[src/mbf_pkg.sv]
// ----------------------------------------------------------------------------
// mbf_pkg
// Pixel format codes and widths for the 2x2 mipmap box filter.
// ----------------------------------------------------------------------------
`default_nettype none

package mbf_pkg;

  localparam int unsigned PIX_W = 32;
  localparam int unsigned FMT_W = 3;

  typedef enum logic [FMT_W-1:0] {
    FMT_RGB565   = 3'd0,
    FMT_RGBA5551 = 3'd1,
    FMT_RGBA8888 = 3'd2,
    FMT_RGB888   = 3'd3,
    FMT_LA88     = 3'd4,
    FMT_A8       = 3'd5,
    FMT_L8       = 3'd6,
    FMT_RGBA4444 = 3'd7
  } pix_fmt_t;

  localparam pix_fmt_t FMT_RESET = FMT_RGB565;

  // Sum of four channel values plus bias, shifted right by two.
  // pos/width are constants at every call site.
  function automatic logic [7:0] avg_field(
    input logic [PIX_W-1:0] a,
    input logic [PIX_W-1:0] b,
    input logic [PIX_W-1:0] c,
    input logic [PIX_W-1:0] d,
    input int unsigned      pos,
    input int unsigned      width,
    input logic [1:0]       bias
  );
    logic [PIX_W-1:0] m;
    logic [9:0]       s;
    m = (32'd1 << width) - 32'd1;
    s = 10'(((a >> pos) & m)) + 10'(((b >> pos) & m)) +
        10'(((c >> pos) & m)) + 10'(((d >> pos) & m)) + 10'(bias);
    return 8'((s >> 2) & 10'(m));
  endfunction

endpackage

`default_nettype wire

[src/mipmap_box_filter_2x2.sv]
// ----------------------------------------------------------------------------
// mipmap_box_filter_2x2
// 2x2 box filter: averages the four pixels of a quad into one mipmap pixel.
// ----------------------------------------------------------------------------
// Usage:
//   Input channel (in_valid/in_ready) carries one 2x2 quad per beat: the four
//   source pixels in the low bits of 32-bit words. Output channel
//   (out_valid/out_ready) carries one averaged pixel per beat, bits above the
//   format's pixel width are zero.
//   cfg_wr_en/cfg_wr_data write the 3-bit pixel format; write it only while
//   no beat is in flight.
//   Path: an input beat is captured in the input register, then its result
//   in the result register, which drives out_valid.
//   Throughput: one quad per cycle while out_ready stays high; set by the single
//   add-and-shift pass per channel between the two register stages.
//   Reset (rst_n low, synchronous): both stages empty, format back to RGB565.
//   Stall: when out_ready is low the result register holds; the input stage
//   takes one more beat if it is empty, then in_ready drops until the output drains.
// ----------------------------------------------------------------------------
`default_nettype none

module mipmap_box_filter_2x2
  import mbf_pkg::*;
(
  input  wire logic              clk,
  input  wire logic              rst_n,
  // configuration
  input  wire logic              cfg_wr_en,
  input  wire logic [FMT_W-1:0]  cfg_wr_data,
  // quad input
  input  wire logic              in_valid,
  output logic                   in_ready,
  input  wire logic [PIX_W-1:0]  in_top_left,
  input  wire logic [PIX_W-1:0]  in_top_right,
  input  wire logic [PIX_W-1:0]  in_bottom_left,
  input  wire logic [PIX_W-1:0]  in_bottom_right,
  // averaged pixel output
  output logic                   out_valid,
  input  wire logic              out_ready,
  output logic [PIX_W-1:0]       out_averaged_pixel
);

  pix_fmt_t         fmt_r;

  // input stage
  logic             s1_valid_r;
  logic [PIX_W-1:0] tl_r, tr_r, bl_r, br_r;
  logic             s1_adv;

  // result stage
  logic             out_valid_r;
  logic [PIX_W-1:0] res_r;
  logic [PIX_W-1:0] res_nxt;
  logic             s2_ready;

  // Format register; the user must write it only while idle, the block does not enforce it.
  always_ff @(posedge clk) begin
    if (!rst_n) begin
      fmt_r <= FMT_RESET;
    end else if (cfg_wr_en) begin
      fmt_r <= pix_fmt_t'(cfg_wr_data);
    end
  end

  // Handshake: result stage frees when empty or taken, input stage when
  // empty or when it moves on.
  assign s2_ready = !out_valid_r || out_ready;
  assign s1_adv   = s1_valid_r && s2_ready;
  assign in_ready = !s1_valid_r || s2_ready;

  always_ff @(posedge clk) begin
    if (!rst_n) begin
      s1_valid_r <= 1'b0;
    end else if (in_ready) begin
      s1_valid_r <= in_valid;
    end
  end

  // Quad payload; no reset needed.
  always_ff @(posedge clk) begin
    if (in_ready && in_valid) begin
      tl_r <= in_top_left;
      tr_r <= in_top_right;
      bl_r <= in_bottom_left;
      br_r <= in_bottom_right;
    end
  end

  // Per-channel averages, all formats computed in parallel.
  logic [7:0] byte_avg [4];
  logic [3:0] nib_avg  [4];
  logic [4:0] r565, b565;
  logic [5:0] g565;
  logic [4:0] r5551, g5551, b5551;
  logic       a5551;

  always_comb begin
    for (int k = 0; k < 4; k++) begin
      byte_avg[k] = avg_field(tl_r, tr_r, bl_r, br_r, 8 * k, 8, 2'd0);
      nib_avg[k]  = 4'(avg_field(tl_r, tr_r, bl_r, br_r, 4 * k, 4, 2'd0));
    end
    r565  = 5'(avg_field(tl_r, tr_r, bl_r, br_r, 11, 5, 2'd0));
    g565  = 6'(avg_field(tl_r, tr_r, bl_r, br_r, 5, 6, 2'd0));
    b565  = 5'(avg_field(tl_r, tr_r, bl_r, br_r, 0, 5, 2'd0));
    // RGBA5551 rounds: +2 before the shift.
    r5551 = 5'(avg_field(tl_r, tr_r, bl_r, br_r, 11, 5, 2'd2));
    g5551 = 5'(avg_field(tl_r, tr_r, bl_r, br_r, 6, 5, 2'd2));
    b5551 = 5'(avg_field(tl_r, tr_r, bl_r, br_r, 1, 5, 2'd2));
    a5551 = 1'(avg_field(tl_r, tr_r, bl_r, br_r, 0, 1, 2'd2));
  end

  // Pack per format, zero above the pixel width.
  always_comb begin
    case (fmt_r)
      FMT_RGB565: begin
        res_nxt = {16'd0, r565, g565, b565};
      end
      FMT_RGBA5551: begin
        res_nxt = {16'd0, r5551, g5551, b5551, a5551};
      end
      FMT_RGBA8888: begin
        res_nxt = {byte_avg[3], byte_avg[2], byte_avg[1], byte_avg[0]};
      end
      FMT_RGB888: begin
        res_nxt = {8'd0, byte_avg[2], byte_avg[1], byte_avg[0]};
      end
      FMT_LA88: begin
        res_nxt = {16'd0, byte_avg[1], byte_avg[0]};
      end
      FMT_A8, FMT_L8: begin
        res_nxt = {24'd0, byte_avg[0]};
      end
      FMT_RGBA4444: begin
        res_nxt = {16'd0, nib_avg[3], nib_avg[2], nib_avg[1], nib_avg[0]};
      end
      default: begin
        res_nxt = '0;
      end
    endcase
  end

  always_ff @(posedge clk) begin
    if (!rst_n) begin
      out_valid_r <= 1'b0;
    end else if (s2_ready) begin
      out_valid_r <= s1_valid_r;
    end
  end

  always_ff @(posedge clk) begin
    if (s1_adv) begin
      res_r <= res_nxt;
    end
  end

  assign out_valid          = out_valid_r;
  assign out_averaged_pixel = res_r;

endmodule

`default_nettype wire
[config.mk]
export PLATFORM = sky130hd
export DESIGN_NAME = mipmap_box_filter_2x2
export DESIGN_NICKNAME = d
export VERILOG_FILES = /design/src/mbf_pkg.sv /design/src/mipmap_box_filter_2x2.sv
export SDC_FILE = /design/constraint.sdc
export NUM_CORES = 1
export LEC_CHECK = 0
export BUFFER_PORTS_ARGS = -buffer_cell sky130_fd_sc_hd__buf_2
export CORE_AREA = 2 2 142 144
export DETAILED_ROUTE_END_ITERATION = 8
export DIE_AREA = 0 0 144 146
export PLACE_DENSITY = 0.82
export SLEW_MARGIN = 20
export SYNTH_ARGS = -nofsm -noshare
export SYNTH_HDL_FRONTEND = slang
export SYNTH_SLANG_ARGS = --single-unit
[constraint.sdc]
create_clock -name clk -period 5.4 [get_ports clk]
set_input_delay 0.27 -clock clk [delete_from_list [all_inputs] [get_ports clk]]
set_output_delay 0.27 -clock clk [all_outputs]
set_load 0.05 [all_outputs]
# Word level (Yosys, flattened, before mapping)
# Index checks and enable logic that the tools add are counted.
[totals]
wordCells = 70
ff_bits = 165
output_inout_bits = 34
[op_classes]
eq_ne = 7
addsub = 46
reduce_logical = 8
n_mux = 1
[op_table]
columns = ["cell", "n"]
rows = [
  ["$pmux 32 s7", 1],
  ["$add 10x8->10", 4],
  ["$add 9x8->10", 4],
  ["$add 8x8->9", 4],
  ["$add 7x5->7", 5],
  ["$add 5x4->6", 4],
  ["$add 5x5->6", 4],
  ["$add 6x4->6", 4],
  ["$add 6x5->7", 3],
  ["$add 7x2->7 const B", 3],
  ["$add 4x4->5", 4],
  ["$eq 3x3->1 const B", 4],
  ["$add 7x6->8", 1],
  ["$add 8x6->8", 1],
  ["$add 6x6->7", 1],
  ["$add 3x1->3", 2],
  ["$eq 3x2->1 const B", 2],
  ["$add 3x2->3 const B", 1],
  ["$eq 3x1->1 const B", 1],
  ["$logic_not 3->1", 1],
  ["$add 1x1->2", 1],
  ["$logic_and 1x1->1", 2],
  ["$logic_not 1->1", 2],
  ["$logic_or 1x1->1", 2],
  ["$reduce_or 2->1", 1],
]

# Longest topological paths before layout
# Gate-level depths: netlist of run 1.
[depth]
ltp_word = 5
depth_mapped = 13
depth_no_buf = 13

# Worst setup path after synthesis of run 1
# OpenSTA, ideal clock, no wires.
[synth_path]
path_kind = "reg2reg"
start = "reg out_valid_r (netlist: out_valid)"
end = "reg bl_r[0], enable pin"
arrival_ns = 4.088
n_path_buf = 0
path_slack_ns = 0.810
period_less_slack_ns = 4.590
stages_incl_launch_ff = 4
cell_sequence = "dfxtp_1 -> nor2b_1 -> nand2_1 -> and2_1"
[synth_via]
elab_chain_len = 4
[synth_rtl]
columns = ["element", "line", "text"]
rows = [
  ["start: declaration", "mipmap_box_filter_2x2.sv:51", "logic out_valid_r;"],
  ["start signal: assignment", "mipmap_box_filter_2x2.sv:146", "out_valid_r <= s1_valid_r;"],
  ["$logic_not 1->1", "mipmap_box_filter_2x2.sv:67", "assign s2_ready = !out_valid_r || out_ready;"],
  ["$logic_or 1x1->1", "mipmap_box_filter_2x2.sv:67", ""],
  ["$logic_or 1x1->1", "mipmap_box_filter_2x2.sv:69", "assign in_ready = !s1_valid_r || s2_ready;"],
  ["named net in_ready", "mipmap_box_filter_2x2.sv:32", "output logic in_ready,"],
  ["$logic_and 1x1->1", "mipmap_box_filter_2x2.sv:81", "if (in_ready && in_valid) begin"],
  ["end signal: assignment", "mipmap_box_filter_2x2.sv:84", "bl_r <= in_bottom_left;"],
  ["end: declaration", "mipmap_box_filter_2x2.sv:47", "logic [PIX_W-1:0] tl_r, tr_r, bl_r, br_r;"],
]
# The timed path passes the listed nets, and every way through them passes these cells.
# A chain may end at the register's enable or synchronous reset.

# Worst setup path after layout of run 1
[layout_path]
start = "reg tl_r[12]"
end = "reg res_r[12] (netlist: out_averaged_pixel[12]) (data pin)"
[layout_via]
elab_chain_len = 5
[layout_rtl]
columns = ["element", "line", "text"]
rows = [
  ["start: declaration", "mipmap_box_filter_2x2.sv:47", ""],
  ["start signal: assignment", "mipmap_box_filter_2x2.sv:82", "tl_r <= in_top_left;"],
  ["$add 5x5->6", "mbf_pkg.sv:39", "s = 10'(((a >> pos) & m)) + 10'(((b >> pos) & m)) +"],
  ["$add 6x5->7", "mbf_pkg.sv:39", ""],
  ["$add 7x5->7", "mbf_pkg.sv:40", "10'(((c >> pos) & m)) + 10'(((d >> pos) & m)) + 10'(bias);"],
  ["$add 7x2->7", "mbf_pkg.sv:40", ""],
  ["$pmux 32 s7 (*)", "mipmap_box_filter_2x2.sv:114", "case (fmt_r)"],
  ["named net res_nxt[12]", "mipmap_box_filter_2x2.sv:53", "logic [PIX_W-1:0] res_nxt;"],
  ["end signal: assignment", "mipmap_box_filter_2x2.sv:152", "res_r <= res_nxt;"],
  ["end: declaration", "mipmap_box_filter_2x2.sv:52", "logic [PIX_W-1:0] res_r;"],
]
# Mark *: on every way through the listed nets, which the timed path passes. The rest lies on a longest branch.

==> results of run 1 <==
[cell type report]
class / instances / area share [%]
clock inverter: 15 / 1.09
timing repair buffer: 191 / 9.22
sequential: 165 / 42.8
inverter: 94 / 3.08
tap: 265 / 2.90
clock buffer: 17 / 3.71
antenna: 1 / 0.0219
multi-input combinational: 452 / 37.1
[registers in the layout, summed over array words and instances (netlist names)]
name / flops
br_r: 32
s1_valid_r: 1
tl_r: 32
out_averaged_pixel: 32
out_valid: 1
tr_r: 32
bl_r: 32
fmt_r: 3
[logic make-up after synthesis]
kind of cell             Yosys count
AO/OA/AOI/OAI                    141
XOR/XNOR                          36
adder cells (fa/ha/maj)          130
buffers and inverters            107
flip-flops                       165
multiplexers                       6
AND/OR/NAND/NOR                  139
[cells in the mapped netlist, types with 4 or more instances]
cell type / number
dfxtp_1: 5
a31oi_1: 5
a21oi_1: 42
nand3_1: 7
o211ai_1: 5
clkbuf_1: 5
nor2_1: 36
fa_1: 76
inv_1: 93
nand2_1: 32
edfxtp_1: 160
and3_1: 4
a211oi_1: 9
and3b_1: 4
o21a_1: 4
nor2b_1: 17
a221o_1: 6
buf_2: 4
xor2_1: 10
nand2b_1: 5
a21o_1: 11
or2_2: 5
o21ai_0: 27
mux2i_1: 6
ha_1: 54
nor3_1: 8
xnor2_1: 25
[report_power, final]
part	switching [mW]	internal [mW]	total (mW)
clock network	0.530	0.601	1.13
registers	0.0446	1.53	1.57
logic	0.886	0.655	1.54
total	1.46	2.79	4.25
[metrics by stage]
stage                     cell area, sq um  hold WS, ns  power (mW)
final                                11500       0.0190        4.25
after global routing                 11500     0.000345        4.52
after CTS                            11400    0.0000162        4.27
after detailed placement             10700        0.448        3.12
after global placement               10700        0.446        3.07
after floorplan                       9580        0.369        2.78
[critical path: stages, from the launching register on]
cell and delay, ns:
edfxtp_1 0.40, fa_1 0.59, fa_1 0.45, ha_1 0.23, inv_1 0.07, fa_1 0.40
inv_1 0.11, ha_1 0.18, xnor3_1 0.21, a221o_1 0.34, a211oi_2 0.21, a21oi_1 0.06
o22ai_1 0.15, a21oi_1 0.06
[repair_timing]
action | in CTS | in global routing
setup endpoints to repair | 0 | 0
hold endpoints to repair | 17 | 1
hold buffers | 17 | 1
[how the worst max path moves through the flow]
| stage | end | slack [ns] | cells after the start |
|---|---|---|---|
| after floorplan | bl_r[0] | 0.81 | 3 |
| after global placement | out_averaged_pixel[12] | 1.76 | 13 |
| after detailed placement | out_averaged_pixel[12] | 1.69 | 13 |
| after CTS | out_averaged_pixel[12] | 1.68 | 13 |
| after global routing | out_averaged_pixel[12] | 1.50 | 13 |
| final | out_averaged_pixel[12] | 1.68 | 13 |
[per-layer routing]
metal	track usage (%)	vias up	share of wire (%)	wire length [um]
li1	-	2970	-	-
met1	23.6	3002	41	7990
met2	33.1	195	51	9880
met3	3.72	34	5.1	993
met4	7.30	0	2.4	473
met5	0	-	0	0
==> run summary, run 1 <==
The tools report the data arrival time at the worst-slack endpoint as 3.88 ns. The tightest min-delay check is of the in -> reg type. The largest fanout on the critical path was 4; the share of cells above drive strength 1 was 23.7%.

Leaving out filler cells and counting taps, the final layout contains 1,200. Top flip-flop cell by instance count after synthesis: edfxtp_1. The library cell occupying the most area in the post-synthesis netlist is edfxtp_1. The power density over the cells was 371 mW/mm^2; the maximum number of pins on one net before global-route repair was 63.

The relative area change from synthesis to final layout is 19.5%. Yosys printed 0 warnings. The multiplexer share of the synthesized area is 0.627%, and the number of design-rule violations left by the first detailed-router iteration is 486. The cell area that synthesis handed to floorplanning was 0.00958 sq mm. The logs give 1,187 for the number of nets in the finished design and 51.2% for the portion of the post-synthesis area used by sequential elements. The die height works out to 146 um. The number of vias per cell was 5.17.

The flow ran to the end, and the final reports show no timing, DRC or antenna violations. For the max-slew headroom at the worst pin, the log shows 26.7%. Summing over every cut layer, the via total after detailed routing is 6,201. Once detail routing completed, the nets flagged for antenna violations numbered 0.

The tools report the detailed-route wire length as 19,300 um. For this configuration, the core starts out at a cell density of 49.6%. TritonCTS built the clock tree. Cells fill 59.2% of the core in the end. In this run the critical register-to-register path is launched from tl_r[12]. The clock-pin transition on the worst setup and hold timing paths was 0.07 ns.

The number of hold-slack violations in the final timing report is 0, and the count of pins over their slew limit is 0. The core region is 0.0193 sq mm. The startpoint type of the worst setup path is a flop. The H-tree was split into 4 levels. The logs give 17 for the number of buffers added by the clock tree synthesis step and 1.68 ns for the worst reg-to-reg setup slack. The share of flip-flops with an asynchronous set or reset after synthesis works out to 0%. For this run, the total global-route usage over all layers was measured as 19.1%. The number of antenna violations at the first check in global routing was 1. The fraction of synthesized cell area taken by the top area cell type is 50.1%. The tools report the end of the worst register-to-register path as out_averaged_pixel[12]. Summed over all nets, the half-perimeter wirelength after detailed placement is 14,700 um.

The critical path starts at tl_r[12]. The run gives 0.858 as the final weighted congestion in routability-driven placement. Summing the areas of all xor and xnor instances in the mapped netlist gives 3.43% of the synthesized area. The number of enable-type register cells in the synthesized netlist is 160. The register area is 0.00490 sq mm. After floorplanning, the core was divided into 51 placement rows. 170 I/O pins were placed. Insertion delay to the later sink of the worst-skew pair: 0.42 ns.

Setup total negative slack on the finished layout was measured at 0 ns. Timing analysis after detailed placement gives a worst setup slack of 1.69 ns. Counting every sink on the clock net gives 165. Setup violations remaining at the end of the flow were counted as 0.

The tools report the total instance count after detailed placement as 1,149. Summing the areas of all and, or, nand and nor instances in the mapped netlist gives 7.53% of the synthesized area. A synthesized cell averages 13.2 sq um. The clock root buffer master is clkbuf_16. The synthesized netlist contains 66 unique library cells. The run gives 1.68 ns as the final worst-path setup slack. The clock tree skew after final layout is 0.00961 ns.

The final critical path takes up 68.9% of the cycle. The number of global-route vias before repair is 6,497. Leaving out fill and tap cells, the most frequent cell in the layout is buf_2.

The die boundary width was 144 um. Top achievable clock speed: 269 MHz. The worst reg2reg path depth is 13, and the detailed-route DRC error count is 0. After synthesis, the largest family of logic cells by area is adder cells. The transition time of the tightest slew-check pin is 1.10 ns. Once the clock tree was built, the setup fixing pass inserted 0 buffers.

Ranked by total cell area, the synthesized netlist is headed by edfxtp_1, fa_1, ha_1. The multi-input combinational cells in the finished layout cover a total of 0.00425 sq mm. For this run, the detailed router's first-pass iteration total came to 5.

Leakage power: 4.87 nW. For the synthesized netlist net count, the log shows 990. The tool flagged a number of max-cap violations equal to 0. Dividing the detail-routed wire length by the instance count gives 16.1 um. The die area came out at 0.0210 sq mm. The global-route wire length before repair is 31,100 um. The global-route congestion overflow total was 0; the final critical-path required period was 3.72 ns. The run gives 200 uV as the maximum ir drop on the vdd rail.

STA classifies the critical path endpoint as a flop. The number of buffers between clock root and the deepest sink is 2. The cell depth of the worst hold path was 1. For the synthesized instance count, the log shows 724. In this run the most critical hold path is launched from in_top_left[21].

Fill cells in the final layout number 1,495. Port buffering added 169 buffers. The synthesized netlist devotes 22.9% of its cell area to adder and majority cells. Summing the areas of all compound-gate instances in the mapped netlist gives 9.77% of the synthesized area. For the post-cts repair resize count, the log shows 0. The library cells used most frequently in the layout, excluding fill and tap cells, are buf_2, edfxtp_1, inv_1.

Setup repair after global routing left no endpoint under its margin. The worst setup path is of the reg -> reg kind. The required time at the endpoint of the critical path was 5.56 ns; the number of storage elements in the synthesis netlist was 165. The tools report the worst hold endpoint as tl_r[21].
Note: power is estimated with default switching activity, not from simulation.
==> run 2, diff against run 1 <==
ABC_AREA = 1   (was unset)
clock period = 3.6 ns   (was 5.4 ns; I/O delays follow)
==> run summary, run 2 <==
The tools report the startpoint type of the worst setup path as a flop. In the final design database the tool counted 1,450 nets. The clock passes through at most 2 buffers.

In the layout the commonest cells are buf_2, inv_1, edfxtp_1. The site row count was 51. For the die area, the log shows 0.0210 sq mm. Path type of the worst setup path: reg -> reg. The routed design has 22,900 um of wire. The initial utilization of the core area, before any placement, comes to 49.9%. CTS built an H-tree with a depth of 4.

The type of the most critical hold path was in -> reg. The detail route stage leaves a number of antenna-violating nets equal to 0. In this run the worst path has a maximum fanout of 4. Across the routed clock network, the largest skew measured is 0.0140 ns.

The die is 146 um tall. CTS placed an instance of clkbuf_16 at the clock tree root. The Yosys step of the flow raised 0 warnings. For this run, global-route usage on met1 was measured as 25.5%. Among all cell types in the netlist, the one instantiated most often is inv_1. The post-route clock period utilization is 91.8%. In the final routed layout, each cell accounts on average for 15.7 um. Setup violations remaining at the end of the flow were counted as 0.

The total power came out at 6.52 mW. Global routing used 22.8% of the available tracks across all layers. Once detailed placement completed, the half-perimeter wirelength came to 15,200 um. In the routed layout, each cell is associated on average with a via count of 4.94. After the first detailed-routing iteration, the DRC count stood at 422. Among the stages of the critical path, the cell type that occurs most often is a21oi_1. The post-cts hold buffer count is 128, and the max-slew headroom at the worst pin is 60.8%. The leakage power is 5.80 nW. In this run the biggest area consumer among cell types represents 49.8% of the synthesized area. For this run, global-route usage on met2 was measured as 41.8%.

The tool flagged a number of max-cap violations equal to 0. For the via count, the log shows 7,236. Synthesis instantiated 32 different standard cells from the library. Count of boundary I/O pins: 170. The number of standard cells in the layout, taps in and fillers out was 1,464; the global-route congestion overflow total was 0.

The count of pins over their slew limit was 0. The count of buffer and inverter cells on the critical path works out to 0. The flow ran to the end, and the final reports show no timing, DRC or antenna violations. At the pin with the least slew margin, the transition time is 0.585 ns.

In this run the cell area of the synthesized design comes to 0.00965 sq mm. Cells with a size suffix above 1 make up 17.8% of the layout. Relative to the synthesized area, the layout overhead comes to 31.9%. STA puts the critical path data arrival time at 3.48 ns. The number of hold-slack violations in the final timing report was 0.

The power density over the cells was 512 mW/mm^2; the clock-pin transition on the worst setup and hold timing paths was 0.07 ns. At the end of routability-driven placement, the weighted congestion stood at 0.914. Dividing the synthesized area by the synthesized cell count gives 11.1 sq um.

Of all cell types, the one taking the most synthesized area is edfxtp_1. OpenSTA, run right after detailed placement, puts the worst setup slack at 0.327 ns. Among all flip-flop cells after synthesis, the most frequent one is edfxtp_1. TritonCTS created 17 clock buffers.

When the netlist entered floorplanning its net count stood at 1,136. Entering global routing, the biggest net connects 84 pins. The final critical-path required period is 3.30 ns.

Number of detailed-routing iterations run before antenna repair: 5. Most common cell after layout, fill and taps aside: buf_2. TritonCTS built the clock tree. Clock net sink count: 165.

The detailed-route DRC error count is 0. The critical path's largest stage delay works out to 0.45 ns. Setup repair after global routing left no endpoint under its margin.

From left edge to right edge, the die measures 144 um. The slowest stage of the critical path belongs to the cell fa_1. Maximum ir drop on the vdd rail: 435 uV.

For this run, asynchronously set or reset flops after synthesis account for 0%. Traced cell by cell, the critical path runs through ha_1, fa_1, a21oi_1, o21ai_0, xor2_1, fa_1, ha_1, a21oi_1, nand3_1, nand2_1, nand2_1, a21oi_1, nand3_1. The final worst-path setup slack came out at 0.296 ns. The kind of cell with the highest combined delay along the critical path is adder cells. The number of enable-type register cells in the synthesized netlist came out at 160. The count of buffers added by post-CTS timing repair for setup came out at 0.

The layout has 1,481 filler cells. The portion of the post-synthesis area used by sequential elements was 50.8%. Static timing analysis puts the maximum clock frequency at 303 MHz.

Adding up every negative setup slack in the final design gives 0 ns. Ranked by instance count, the synthesized netlist is headed by inv_1, edfxtp_1, nand2_1. Met3 layer usage reported by global route: 6.15%. The number of gates resized after CTS was 0. The first global-routing pass estimated 36,700 um of wire. The insertion delay to the later sink of the worst-skew pair came out at 0.44 ns.

Synthesis produced 870 cells. Total instance count after detailed placement: 1,302. The global routing stage identified its most utilized layer as met2.

The number of storage elements in the synthesis netlist is 165, and the area of the placeable core is 0.0193 sq mm. The tools report the number of global-route vias before repair as 7,724. The count of buffers added on input and output ports is 169.

For the number of antenna violations at the first check in global routing, the log shows 3. Yosys attributes the largest share of cell area to edfxtp_1, fa_1, ha_1. STA classifies the critical path endpoint as a flop.

For the worst setup path, the data required time is 3.78 ns.
-- run 2: tightest hold or removal path, cell delays in order --
cell     delay, ns
buf_2         0.13
o21ai_0       0.07
a21oi_1       0.04
-- run 2: cell families (layout without fill, tap and decap cells) --
logic type               Yosys count  after routing  share of synthesized area, %
flip-flops                       165            165                          50.8
buffers and inverters            174            501                          6.86
AND/OR/NAND/NOR                  275            275                          12.0
other                              0              2                             0
adder cells (fa/ha/maj)          130            130                          22.8
AO/OA/AOI/OAI                    112            112                          6.35
XOR/XNOR                          14             14                          1.27
-- run 2: path summary, 6_finish.rpt --
| check | slack (ns) | depth (start not counted) | to | startpoint |
|---|---|---|---|---|
| setup / recovery | 0.30 | 13 | out_averaged_pixel[5] | tl_r[1] |
| hold / removal | 0.03 | 3 | fmt_r[1] | rst_n |
| setup reg to reg | 0.30 | 13 | out_averaged_pixel[5] | tl_r[1] |
| hold reg to reg | 0.52 | 2 | out_valid | out_valid |
-- run 2: cell type report --
type | count | area (sq um) | area share, %
Inverter | 168 | 634 | 4.98
Sequential cell | 165 | 4910 | 38.5
Multi-Input combinational cell | 531 | 4100 | 32.2
Antenna cell | 2 | 5.00 | 0.0393
Timing Repair Buffer | 301 | 2180 | 17.1
Tap cell | 265 | 332 | 2.60
Clock buffer | 19 | 443 | 3.48
Clock inverter | 13 | 126 | 0.993
-- run 2: layer usage --
| layer | vias up | wire (um) |
|---|---|---|
| li1 | 3539 | - |
| met1 | 3454 | 8830 |
| met2 | 208 | 12300 |
| met3 | 35 | 1340 |
| met4 | 0 | 487 |
| met5 | - | 0 |
-- run 2: through the flow --
step	util, %	hold WS [ns]	area (sq um)
after floorplan	-	0.279	9660
after global placement	56.3	0.357	10900
after detailed placement	56.3	0.358	10900
after CTS	65.8	0.00969	12700
after global routing	65.8	0.0421	12700
final	65.9	0.0321	12700
-- run 2: power breakdown --
part | switching (mW) | internal, mW | leakage (nW)
combinational | 1.45 | 0.931 | 3.92
sequential | 0.0678 | 2.29 | 1.60
clock | 0.844 | 0.940 | 0.277
total | 2.36 | 4.16 | 5.80
==> run 3, diff against run 2 <==
GPL_TIMING_DRIVEN = 0   (was unset)
clock period = 3.45 ns   (was 3.6 ns; I/O delays follow)
==> run summary, run 3 (synthesized netlist as in run 2, its figures left out) <==
The worst setup slack after placement came out at 0.0959 ns. The clock root buffer master was clkbuf_16. The count of boundary I/O pins is 170.

The number of global-route vias before repair was 7,718; the power density over the cells was 539 mW/mm^2. Routability-driven placement finished with a final weighted congestion of 0.860. Relative to the synthesized area, the layout overhead comes to 33.5%. The placed instance area is 0.0109 sq mm, and the data arrival time at the worst-slack endpoint is 3.45 ns. The count of max-cap constraint violations is 0.

The floorplan step defined a die boundary enclosing 0.0210 sq mm. Leakage power: 5.85 nW. The share of total power dissipated in sequential elements is 35.4%.

The path class of the tightest hold or removal check is in -> reg. The detailed-route DRC error count is 0. Leaving out fill and tap cells, the most frequent cell in the layout is buf_2.

Cells with a size suffix above 1 make up 19.0% of the layout. The worst path uses 94.3% of the clock period. The count of nets left with antenna violations once routing finished came out at 0. Summing all non-filler instances in the final layout gives an area of 0.0129 sq mm. Number of vias per cell: 4.94. After filler insertion, the fill cell instance count of the layout stands at 1,396. The worst reg2reg path depth is 15, and the number of buffers between clock root and the deepest sink is 2.

For this run, the detailed router's first-pass iteration total came to 5. The internal portion of the total power is 4.46 mW. The design draws 6.95 mW. For this run, the top clock speed supported by timing is 307 MHz. Counting instances, the worst hold path has a depth of 3. The tools report the detailed-placement wirelength estimate as 15,200 um. The run gives 0.0165 ns as the post-route worst hold slack. Along the worst path, the maximum fanout reaches 3. The depth of the CTS H-tree was 4; the maximum ir drop on the vdd rail was 383 uV. Measured against its own limit, the worst slew margin works out to 53.6%. After clock tree synthesis, the setup repair step added 0 buffers. The initial utilization of the core area, before any placement, comes to 49.9%. TritonCTS built the clock tree. Dividing the detail-routed wire length by the instance count gives 15.4 um. For the number of nets in the finished design, the log shows 1,456. The global-route usage over all layers was 22.6%. The via count was 7,256; the clock-pin transition on the worst setup and hold timing paths was 0.08 ns. Counting I/O delays and the setup requirement, the final critical path takes 3.25 ns. The count of input and output buffers was 169. Setup violations remaining at the end of the flow were counted as 0.

In this run the power spent charging and discharging nets is 2.49 mW. Wires add up to 22,600 um. At the later pin of the worst-skew pair, clock insertion delay measures 0.43 ns. The number of clock buffers added by TritonCTS is 17.

For the final worst-path setup slack, the log shows 0.197 ns. In this run the standard cell core region covers 0.0193 sq mm. For the number of design-rule violations left by the first detailed-router iteration, the log shows 338. The worst setup path is of the reg -> reg kind. Entering global routing, the biggest net connects 38 pins.

The run gives 2 as the number of antenna violations at the first check in global routing. The run finished with clean final reports. The worst setup path is captured at a flop.

The die height came out at 146 um. The count of pins over their slew limit was 0; the global-route wire length before repair was 36,600 um. The floorplan has 51 rows. The required time at the endpoint of the critical path is 3.64 ns, and the die boundary width is 144 um. The worst setup path is launched from a flop. Of the total power, combinational logic draws 36.5%. Once placement completed, the tool counted placed cells totaling 1,308.

For the clock power share, the log shows 28.1%. The clock tree skew after final layout was 0.0109 ns; the transition time of the tightest slew-check pin was 0.695 ns. The number of hold-slack violations in the final timing report is 0. Net switching is 35.8% of the power. The finished layout holds 1,470 standard cells, fillers aside. The tree built by TritonCTS fans out to 165 sinks.

Global-route congestion overflow total: 0. The top cell types in the final layout, fill and taps aside, are buf_2, inv_1, edfxtp_1.
-- run 3: path summary, 6_finish.rpt --
path / start / endpoint / slack [ns]
setup / recovery: bl_r[12] / out_averaged_pixel[14] / 0.20
hold / removal: cfg_wr_data[2] / fmt_r[2] / 0.02
setup reg to reg: bl_r[12] / out_averaged_pixel[14] / 0.20
hold reg to reg: out_valid / out_valid / 0.53
-- run 3: power by group through the flow --
| stage | sequential (mW) | combinational [mW] | clock [mW] |
|---|---|---|---|
| after floorplan | 2.64 | 1.63 | 0 |
| after global placement | 2.50 | 2.24 | 0 |
| after detailed placement | 2.50 | 2.33 | 0 |
| after CTS | 2.46 | 2.46 | 1.98 |
| after global routing | 2.47 | 2.88 | 2.06 |
| final | 2.46 | 2.54 | 1.95 |
-- run 3: metal layers --
metal / track usage [%] / vias to the layer above / part of all wire (%)
li1: - / 3532 / -
met1: 25.4 / 3452 / 38
met2: 41.8 / 233 / 54
met3: 6.45 / 39 / 6.7
met4: 5.74 / 0 / 2.0
met5: 0 / - / 0
-- run 3: stage by stage --
| step | TNS (ns) | utilization, % |
|---|---|---|
| 2_1_floorplan | 0 | - |
| 3_3_place_gp | -18.54 | 56.1 |
| 3_5_place_dp | 0 | 56.6 |
| 4_1_cts | 0 | 66.3 |
| 5_1_grt | -0.0179 | 66.7 |
| 6_report | 0 | 66.7 |
-- run 3: repair_timing --
action | in CTS | in global routing
hold endpoints to repair | 128 | 0
hold buffers | 128 | 0
setup endpoints to repair | 0 | 7
resized for setup | 0 | 13
-- run 3: layout make-up --
type                            instances  area [sq um]  area share [%]
Inverter                              168           634            4.92
Tap cell                              265           332            2.57
Timing Repair Buffer                  301          2210            17.2
Antenna cell                            2          5.00          0.0388
Multi-Input combinational cell        531          4160            32.3
Clock buffer                           19           453            3.51
Clock inverter                         13           154            1.19
Sequential cell                       165          4910            38.1
Buffer                                  6          31.3           0.243
-- run 3: worst max-delay path, cell delays in order, from the launching register on --
cell      delay (ns)
edfxtp_1        0.40
fa_2            0.51
fa_1            0.56
ha_2            0.20
inv_1           0.05
fa_1            0.49
inv_1           0.07
ha_1            0.22
inv_1           0.10
nor2_4          0.05
nand3_1         0.08
nand2_1         0.05
nand3_1         0.08
nand3_1         0.06
nand2_1         0.06
inv_1           0.03
